<file path="src/rtl/core/lau_pkg.sv">
// Shared types and constants for the load accumulator addressing unit.
// No dependencies; used by the core, its result queue and its checker.
`timescale 1ns / 1ps
`default_nettype none
package lau_pkg;

  localparam logic [1:0] REQ_WRITE = 2'd0;
  localparam logic [1:0] REQ_EXEC  = 2'd1;
  localparam logic [1:0] REQ_SET_X = 2'd2;
  localparam logic [1:0] REQ_SET_Y = 2'd3;

  localparam logic [7:0] OP_IMM  = 8'hA9;
  localparam logic [7:0] OP_ZP   = 8'hA5;
  localparam logic [7:0] OP_ZPX  = 8'hB5;
  localparam logic [7:0] OP_ABS  = 8'hAD;
  localparam logic [7:0] OP_ABSX = 8'hBD;
  localparam logic [7:0] OP_ABSY = 8'hB9;
  localparam logic [7:0] OP_INDX = 8'hA1;
  localparam logic [7:0] OP_INDY = 8'hB1;

  localparam logic RES_DONE        = 1'b0;
  localparam logic RES_UNSUPPORTED = 1'b1;

  // pages 0 and 1 are cleared after reset
  localparam int unsigned CLR_BITS = 9;
  localparam logic [CLR_BITS-1:0] CLR_LAST = 9'd511;

  localparam int unsigned SIGN_POS = 7;

  typedef struct packed {
    logic [7:0]  acc;
    logic [7:0]  x;
    logic [7:0]  y;
    logic [15:0] pc;
    logic        zero;
    logic        neg;
    logic [7:0]  opcode;
    logic        code;
  } res_t;

endpackage
`default_nettype wire

</file>
<file path="src/rtl/core/lau_outq.sv">
// Two-entry result queue between the core sequencer and the result channel.
// Depends on lau_pkg for the result record.
`timescale 1ns / 1ps
`default_nettype none
module lau_outq (
  input  wire logic          clk,
  input  wire logic          rst_n,
  input  wire logic          push,
  input  wire lau_pkg::res_t push_data,
  input  wire logic          out_ready,
  output logic               out_valid,
  output lau_pkg::res_t      out_data,
  output logic               room
);

  lau_pkg::res_t slot0_r, slot0_nxt;
  lau_pkg::res_t slot1_r, slot1_nxt;
  logic [1:0]    cnt_r, cnt_nxt;
  logic          pop;

  assign out_valid = (cnt_r != 2'd0);
  assign out_data  = slot0_r;
  assign room      = (cnt_r != 2'd2);
  assign pop       = out_valid && out_ready;

  always_comb begin
    slot0_nxt = slot0_r;
    slot1_nxt = slot1_r;
    cnt_nxt   = cnt_r;
    priority if (push && !pop) begin
      if (cnt_r == 2'd0) begin
        slot0_nxt = push_data;
      end else begin
        slot1_nxt = push_data;
      end
      cnt_nxt = cnt_r + 2'd1;
    end else if (pop && !push) begin
      slot0_nxt = slot1_r;
      cnt_nxt   = cnt_r - 2'd1;
    end else if (pop && push) begin
      if (cnt_r == 2'd1) begin
        slot0_nxt = push_data;
      end else begin
        slot0_nxt = slot1_r;
        slot1_nxt = push_data;
      end
    end else begin
      cnt_nxt = cnt_r;
    end
  end

  always_ff @(posedge clk) begin
    if (!rst_n) begin
      cnt_r <= 2'd0;
    end else begin
      cnt_r <= cnt_nxt;
    end
    slot0_r <= slot0_nxt;
    slot1_r <= slot1_nxt;
  end

endmodule
`default_nettype wire

</file>
<file path="config.mk">
export PLATFORM = sky130hd
export DESIGN_NAME = lau_outq
export DESIGN_NICKNAME = d
export VERILOG_FILES = /design/src/rtl/core/lau_pkg.sv /design/src/rtl/core/lau_outq.sv
export SDC_FILE = /design/constraint.sdc
export NUM_CORES = 1
export LEC_CHECK = 0
export BUFFER_PORTS_ARGS = -buffer_cell sky130_fd_sc_hd__clkbuf_2
export CORE_MARGIN = 2
export CORE_UTILIZATION = 50
export CTS_BUF_LIST = sky130_fd_sc_hd__clkbuf_2 sky130_fd_sc_hd__clkbuf_4 sky130_fd_sc_hd__clkbuf_8
export DETAILED_ROUTE_END_ITERATION = 10
export PLACE_DENSITY_LB_ADDON = 0.1
export REMOVE_ABC_BUFFERS = 1
export SLEW_MARGIN = 5
export SYNTH_ARGS = -nofsm -noshare
export SYNTH_HDL_FRONTEND = slang
export SYNTH_SLANG_ARGS = --single-unit
</file>
<file path="constraint.sdc">
create_clock -name clk -period 15.26 [get_ports clk]
set_clock_uncertainty 0.05 [all_clocks]
set_input_delay 0.763 -clock clk [delete_from_list [all_inputs] [get_ports clk]]
set_output_delay 0.763 -clock clk [all_outputs]
set_load 0.005 [all_outputs]
</file>
Yosys cells after proc, flatten, opt, wreduce, memory -nomap -nowiden
Index checks and enable logic that the tools add are counted.
{ "word_totals": {"regBits": 104, "input_bits": 55, "out_inout_bits": 53, "elab_cells": 50} }
{ "classes": {"addsub": 2, "n_eq_ne": 6, "muxes": 12, "n_reduce_logical": 13} }
{ "op_table": {"columns": ["op", "count"], "rows": [
  ["$mux 51", 10],
  ["$ne 2x2->1 const B", 4],
  ["$reduce_bool 2->1", 3],
  ["$logic_and 1x1->1", 4],
  ["$mux 2", 2],
  ["$reduce_and 4->1", 1],
  ["$reduce_bool 3->1", 1],
  ["$add 2x1->2 const B", 1],
  ["$eq 2x1->1 const B", 1],
  ["$logic_not 1->1", 2],
  ["$logic_not 2->1", 1],
  ["$ne 2x1->1 const B", 1],
  ["$reduce_and 2->1", 1],
  ["$sub 2x1->2 const B", 1]
]} }

Depth between registers and ports, before layout
Gate-level depths: netlist of run 1.
{ "depth": {"ltp_word": 6, "depth_mapped": 7, "depth_no_buf": 5} }

Worst setup path after synthesis of run 1
OpenSTA, ideal clock, no wires.
{ "synth_path": {"path_type": "input -> register", "startpoint": "input out_ready", "endpoint": "register slot1_r[0] (netlist name) (enable)", "arrival_ns": 5.024, "t_required_ns": 14.674, "setup_slack_ns": 9.650, "path_stages": 4, "path_buffers": 2, "cell_sequence": "nor2b_1 buf_2 clkbuf_1 a211oi_1"} }
{ "synth_via": {"elab_chain_cells": 5, "word_cells_on_any_way": 10, "classes_between": "eq/ne: 3; reduce/logical: 7"} }
{ "synth_rtl": {"columns": ["element", "line", "source"], "rows": [
  ["start, declared", "lau_outq.sv:10", "input wire logic out_ready,"],
  ["$logic_and 1x1->1 *", "lau_outq.sv:24", "assign pop = out_valid && out_ready;"],
  ["$logic_not 1->1", "lau_outq.sv:30", "priority if (push && !pop) begin"],
  ["$logic_and 1x1->1", "lau_outq.sv:30", null],
  ["$ne 2x2->1 (no line) / $reduce_bool 2->1 (equally long branches)", null, null],
  ["$reduce_and 4->1 (no line) *", null, null],
  ["end signal, assigned", "lau_outq.sv:59", "slot1_r <= slot1_nxt;"],
  ["end, declared", "lau_outq.sv:17", "lau_pkg::res_t slot1_r, slot1_nxt;"]
]} }
Every way passes the cells marked *; elsewhere a longest branch is shown, timed or not.
A chain may end at the register's enable or synchronous reset.

Final worst setup path of run 1
{ "layout_path": {"startpoint": "register cnt_r[1]", "endpoint": "register slot1_r[5] (netlist name) (enable)"} }
{ "layout_via": {"elab_chain_cells": 6, "word_cells_on_any_way": 13, "classes_between": "eq/ne: 4; reduce/logical: 9"} }
{ "layout_rtl": {"columns": ["element", "line", "source"], "rows": [
  ["start, declared", "lau_outq.sv:18", "logic [1:0] cnt_r, cnt_nxt;"],
  ["start signal, assigned", "lau_outq.sv:56", "cnt_r <= cnt_nxt;"],
  ["$reduce_bool 2->1", "lau_outq.sv:21", "assign out_valid = (cnt_r != 2'd0);"],
  ["$logic_and 1x1->1", "lau_outq.sv:24", null],
  ["$logic_not 1->1", "lau_outq.sv:30", null],
  ["$logic_and 1x1->1", "lau_outq.sv:30", null],
  ["$ne 2x2->1 (no line) / $reduce_bool 2->1 (equally long branches)", null, null],
  ["$reduce_and 4->1 (no line) *", null, null]
]} }
Marked as above.

==> impl_metrics.csv, run 1 <==
group,metric,value,unit
clock_network,cts_max_level,3,
clock_network,ctsHoldBuffers,0,
synthesis,yosys_warnings,0,
grt,grt_max_degree,54,
synthesis,synth.avg_cell_area,11.5,sq um
timing,fin_crit,2.93,ns
routing,drt-initial-drc-count,187,
clock_network,clk_pin_slew_worst_paths,0.10,ns
finish,drive_above_1_share,26.4,%
die,initial_core_util,51.9,%
grt,grt_pass1_vias,3139,
timing,relSlewSlack,23.8,%
timing,rsz0062_at_grt,"no",
synthesis,synth-edff-count,102,
placed_design,gp_congestion,0.730,
power_and_ir_drop,p_sw_share,30.7,%
timing,max_freq,341,MHz
clock_network,clock_path_buffers,2,
finish,fill_cells,797,
routing,wirelength,10.6,mm
timing,worst_pin_slew,1.14,ns
worst_setup_path,r2r_slack,12.33,ns
clock_network,cts_tree,"yes",
routing,final_antenna_net_count,0,
worst_setup_path,start_kind,"flop",
grt,grt_util_all_layers,20.1,%
worst_hold_path,holdCritPathClass,"flop to flop",
synthesis,yosysSeqAreaShare,64.4,%
finish,syn_to_final_growth,15.7,%
grt,grt_first_pass_wirelength,16.2,mm
flow_run,cap_violations,0,
synthesis,synthCells,419,
worst_setup_path,slowest_delay,0.99,ns
timing,fin_crit_sh,19.2,%
worst_setup_path,crit_slowest_cell,"a211oi_4",
grt,grt_antenna_before_repair,0,
synthesis,synth_cell_type_count,23,
routing,firstDrtPassIters,5,
timing,finalMaxSlewViolations,0,
power_and_ir_drop,power.density,132,mW/mm^2
synthesis,ys_ff_latch,104,
synthesis,syn-cell-area,0.00482,sq mm
power_and_ir_drop,pwr-share-clk,22.0,%
worst_setup_path,crit_path_max_fanout,53,
timing,finalHoldViolCount,0,
die,io-pin-count,108,
finish,utilization,60.1,%
worst_setup_path,path_cells,"inv_1 -> ha_2 -> a211oi_4 -> buf_4",
power_and_ir_drop,internal_power,511,uW
clock_network,cts_buffers,9,
routing,drc,0,
grt,overflow,0,
placed_design,hpwl,6.38,mm
clock_network,postCtsSetupRepairBufs,0,
synthesis,ys.flop_type,"edfxtp_1",
clock_network,clk_latency,0.37,ns
placed_design,port_buffers,107,
clock_network,root_buffer,"clkbuf_8",
timing,fin_ws,12.33,ns
timing,fin_tns_setup,0,ns
routing,routedWlPerCell,16.5,um
status,status,"finished clean",
die,fp.dieArea,0.0104,sq mm
worst_setup_path,cp-end-kind,"flop",
placed_design,place_area,0.00540,sq mm
finish,post-route-cell-area,0.00558,sq mm
timing,setup-violations-final,0,
power_and_ir_drop,switchingPower,226,uW
worst_setup_path,path_class,"flop to flop",
placed_design,place_ws,11.97,ns
synthesis,async_reset_ff_share,0,%
worst_setup_path,required,15.23,ns
worst_setup_path,worst_ep_arrival_time,2.90,ns
clock_network,cts_repair_resize_count,0,
die,core_area,0.00928,sq mm
routing,via_count,3464,
finish,n_antenna_cell,0,
die,core.rowCount,35,
die,die_w,102,um
die,die_y,102,um
power_and_ir_drop,p_seq_share,54.1,%
power_and_ir_drop,power.leakage,0.00211,uW
finish,layout.nets,566,
power_and_ir_drop,p_comb_share,23.9,%
clock_network,clkSinkCount,104,
power_and_ir_drop,irDropWorstVdd,0.0616,mV
routing,via_per_inst,5.40,
==> cell usage in the layout, fill, tap and decap left out, drive strengths merged, types with 2 or more instances in the layout <==
master,n
o21ai,51
clkinv,4
nor2b,52
buf,4
ha,4
nand2,106
edfxtp,102
a21oi,2
clkbuf,116
inv,9
dfxtp,2
o211ai,51
==> through the flow <==
step | hold WS, ns | cells | total power (uW)
2_1_floorplan | 0.405 | 385 | 503
3_3_place_gp | 0.420 | 625 | 578
3_5_place_dp | 0.436 | 625 | 583
4_1_cts | 0.452 | 641 | 742
5_1_grt | 0.482 | 641 | 775
6_report | 0.446 | 641 | 738
==> registers in the layout, indices dropped and copies added, names as in the netlist <==
name      flops
cnt_r         2
out_data     51
slot1_r      51
==> worst max-delay path, delay by kind of cell, from the launching register on <==
kind	cells	cell delay [ns]
compound gates	1	0.99
fa+ha+maj	1	0.52
buf+inv	2	0.63
flops	1	0.37
==> cells in the mapped netlist (2+ instances only) <==
library cell	count	area share (%)
clkbuf_1	21	1.6
buf_2	7	0.73
edfxtp_1	102	64
nand2_1	106	8.3
inv_1	6	0.47
dfxtp_1	2	0.83
o211ai_1	51	7.9
ha_1	4	1.0
buf_6	6	1.4
o21ai_0	47	4.9
nor2b_1	52	6.7
o21ai_1	4	0.42
==> cell type report <==
type	instances	area, sq um	share of cell area (%)
flip-flops and latches	104	3100	55.6
multi-input cells	275	1550	27.7
repair buffers	111	566	10.1
well taps	129	161	2.89
clock buffers	9	124	2.22
clock inverters	7	55.1	0.987
inverters	6	22.5	0.404
==> power by group through the flow <==
stage / Sequential [uW] / Clock, uW / Combinational, uW
CTS: 400 / 164 / 179
global route: 404 / 174 / 197
detailed placement: 406 / 0 / 177
global placement: 404 / 0 / 174
floorplan: 411 / 0 / 92.0
finish: 399 / 162 / 176
==> metal layers <==
layer	vias to the layer above	track usage, %	routed length, um
met5	-	0	0
met4	0	7.08	159
met3	12	3.49	575
met2	113	31.9	5140
met1	1663	28.2	4690
li1	1676	-	-
==> path summary, 6_finish.rpt <==
kind              cells past startpoint                  start                     to
hold reg to reg                       2  cnt_r[0]$_SDFFE_PN0P_  cnt_r[0]$_SDFFE_PN0P_
setup reg to reg                      4  cnt_r[1]$_SDFFE_PN0P_   slot1_r[5]$_DFFE_PP_
setup / recovery                      4  cnt_r[1]$_SDFFE_PN0P_   slot1_r[5]$_DFFE_PP_
hold / removal                        2  cnt_r[0]$_SDFFE_PN0P_  cnt_r[0]$_SDFFE_PN0P_
==> logic make-up (layout without fill, tap and decap cells) <==
kind of cell / count (synthesis) / count (layout) / synth area share [%]
compound gates: 107 / 107 / 14.2
mux: 1 / 1 / 0.208
fa+ha+maj: 4 / 4 / 1.04
buf+inv: 40 / 133 / 4.23
simple gates: 163 / 163 / 16.0
flops: 104 / 104 / 64.4
Power figures use the tool's default switching activity.
==> run 2, diff against run 1 <==
- ABC_AREA: unset -> 1
- clock period: 15.26 -> 3 ns (I/O delays scaled with it)
==> impl_metrics.csv, run 2 <==
group,metric,value,unit
status,status,"finished clean",
timing,worst_pin_slew,0.857,ns
synthesis,synth.avg_cell_area,13.5,sq um
finish,utilization,68.8,%
power_and_ir_drop,power.leakage,0.00235,uW
synthesis,ys_ff_latch,104,
clock_network,cts_max_level,3,
die,core.rowCount,32,
die,io-pin-count,108,
routing,drc,0,
synthesis,syn-cell-area,0.00404,sq mm
power_and_ir_drop,irDropWorstVdd,0.344,mV
worst_setup_path,crit_slowest_cell,"o21ai_4",
clock_network,cts_buffers,9,
timing,relSlewSlack,42.7,%
timing,max_freq,446,MHz
grt,grt_util_all_layers,18.1,%
grt,grt_first_pass_wirelength,11.8,mm
grt,grt_max_degree,52,
worst_hold_path,holdCritPathClass,"input port to flop",
routing,drt-initial-drc-count,140,
routing,routedWlPerCell,13.5,um
worst_setup_path,crit_path_max_fanout,27,
synthesis,synth_top_cell_by_area,"edfxtp_1",
clock_network,cts_tree,"yes",
worst_setup_path,cpMostUsedCell,"inv_1",
synthesis,yosysSeqAreaShare,76.9,%
routing,firstDrtPassIters,5,
grt,grt_pass1_vias,2458,
timing,fin_crit_sh,74.8,%
die,initial_core_util,51.9,%
synthesis,yosysMostFrequentCell,"nand2_1",
worst_setup_path,path_cells,"inv_1 -> ha_1 -> inv_1 -> o21ai_4 -> buf_4",
placed_design,place_area,0.00462,sq mm
synthesis,ys_top_cells_by_area,"edfxtp_1, nand2_1, buf_6",
finish,fill_cells,578,
finish,layout.nets,520,
synthesis,yosys_warnings,0,
die,fp.dieArea,0.00881,sq mm
die,core_area,0.00777,sq mm
timing,rsz0062_at_grt,"no",
routing,wirelength,7.68,mm
grt,overflow,0,
clock_network,clock_path_buffers,2,
power_and_ir_drop,power.density,647,mW/mm^2
clock_network,clk_latency,0.38,ns
synthesis,ys.flop_type,"edfxtp_1",
worst_setup_path,cp-end-kind,"flop",
timing,finalHoldViolCount,0,
synthesis,async_reset_ff_share,0,%
finish,drive_above_1_share,30.7,%
worst_setup_path,start_kind,"flop",
timing,setup-violations-final,0,
finish,syn_to_final_growth,32.4,%
routing,via_count,2612,
placed_design,hpwl,4.59,mm
worst_setup_path,required,3.00,ns
clock_network,root_buffer,"clkbuf_8",
timing,finalMaxSlewViolations,0,
synthesis,synth_cell_type_count,17,
synthesis,yosysTopAreaCellShare,75.9,%
power_and_ir_drop,p_total,3460,uW
grt,grt_antenna_before_repair,0,
finish,mostFrequentLayoutCell,"nand2_1",
die,die_w,93.8,um
synthesis,synth-edff-count,102,
finish,final_cell_mix,"nand2_1, clkbuf_2, edfxtp_1",
placed_design,port_buffers,107,
die,die_y,93.8,um
routing,via_per_inst,4.60,
placed_design,gp_congestion,0.797,
worst_setup_path,worst_ep_arrival_time,2.24,ns
timing,fin_crit,2.24,ns
clock_network,clkSinkCount,104,
finish,n_antenna_cell,0,
finish,post-route-cell-area,0.00534,sq mm
worst_setup_path,slowest_delay,0.69,ns
clock_network,clk_pin_slew_worst_paths,0.10,ns
routing,final_antenna_net_count,0,
flow_run,cap_violations,0,
synthesis,synthTopCellsByCount,"nand2_1, edfxtp_1, nand2_2",
worst_setup_path,path_class,"flop to flop",
synthesis,synthCells,299,
run 2: cell types whose count changed after synthesis, sizes merged, moves of 4 or more:
cell,change
clkbuf,-21
nand2,+55
nand3,+4
nor2b,-52
o211ai,-50
o21ai,-50
run 2: worst paths after layout:
check                                      startpoint                endpoint  slack [ns]  cells after the start
worst min register to register  slot1_r[25]$_DFFE_PP_  out_data[25]$_DFFE_PP_        0.46                      2
worst min-delay path                        out_ready   cnt_r[1]$_SDFFE_PN0P_        0.13                      4
worst max register to register  cnt_r[0]$_SDFFE_PN0P_   out_data[9]$_DFFE_PP_        0.76                      5
worst max-delay path            cnt_r[0]$_SDFFE_PN0P_   out_data[9]$_DFFE_PP_        0.76                      5
run 2: cells by family (layout without fill, tap and decap cells):
logic type      count (synthesis)  in the layout  synth area share (%)
buf+inv                        19            186                  3.84
compound gates                  3              3                 0.434
simple gates                  169            169                  17.6
fa+ha+maj                       4              4                  1.24
flops                         104            104                  76.9
run 2: critical path, delay by kind of cell (launching register included):
kind                       cells  cell delay, ns
adders and majority gates      1            0.16
DFF                            1            0.33
AOI/OAI and AO/OA              1            0.69
buffers and inverters          3            0.66
run 2: stage by stage:
step / worst slack, ns / hold slack, ns / setup TNS, ns / cells
after floorplan: -1.80 / 0.199 / -92.00 / 289
after global placement: 0.756 / 0.293 / 0 / 500
after detailed placement: 0.721 / 0.295 / 0 / 500
after CTS: 0.706 / 0.116 / 0 / 568
after global routing: 0.587 / 0.135 / 0 / 568
final: 0.757 / 0.126 / 0 / 568
run 2: power breakdown:
part	internal, uW	switching, uW	leakage [uW]
Combinational	243	369	0.00125
Sequential	1870	59.7	0.000990
Clock	403	512	0.000106
Total	2510	941	0.00235
run 2: layer usage:
metal	wire [um]	share of wire, %	vias up	GRT usage [%]
li1	-	-	1331	-
met1	3220	42	1197	22.9
met2	3990	52	75	30.4
met3	371	4.8	9	4.49
met4	98	1.3	0	6.16
met5	0	0	-	0
run 2: repair_timing:
action,CTS,global route
setup endpoints to repair,0,0
gates resized for setup,0,0
hold buffers,52,0
hold endpoints to repair,57,0
buffers inserted,0,0
run 2: final cells by class:
class	count	area, sq um	share of cell area (%)
clock buffers	9	124	2.32
clock inverters	7	82.6	1.55
inverters	9	33.8	0.632
multi-input cells	176	788	14.8
flip-flops and latches	104	3100	58.1
well taps	102	128	2.39
repair buffers	161	1080	20.3
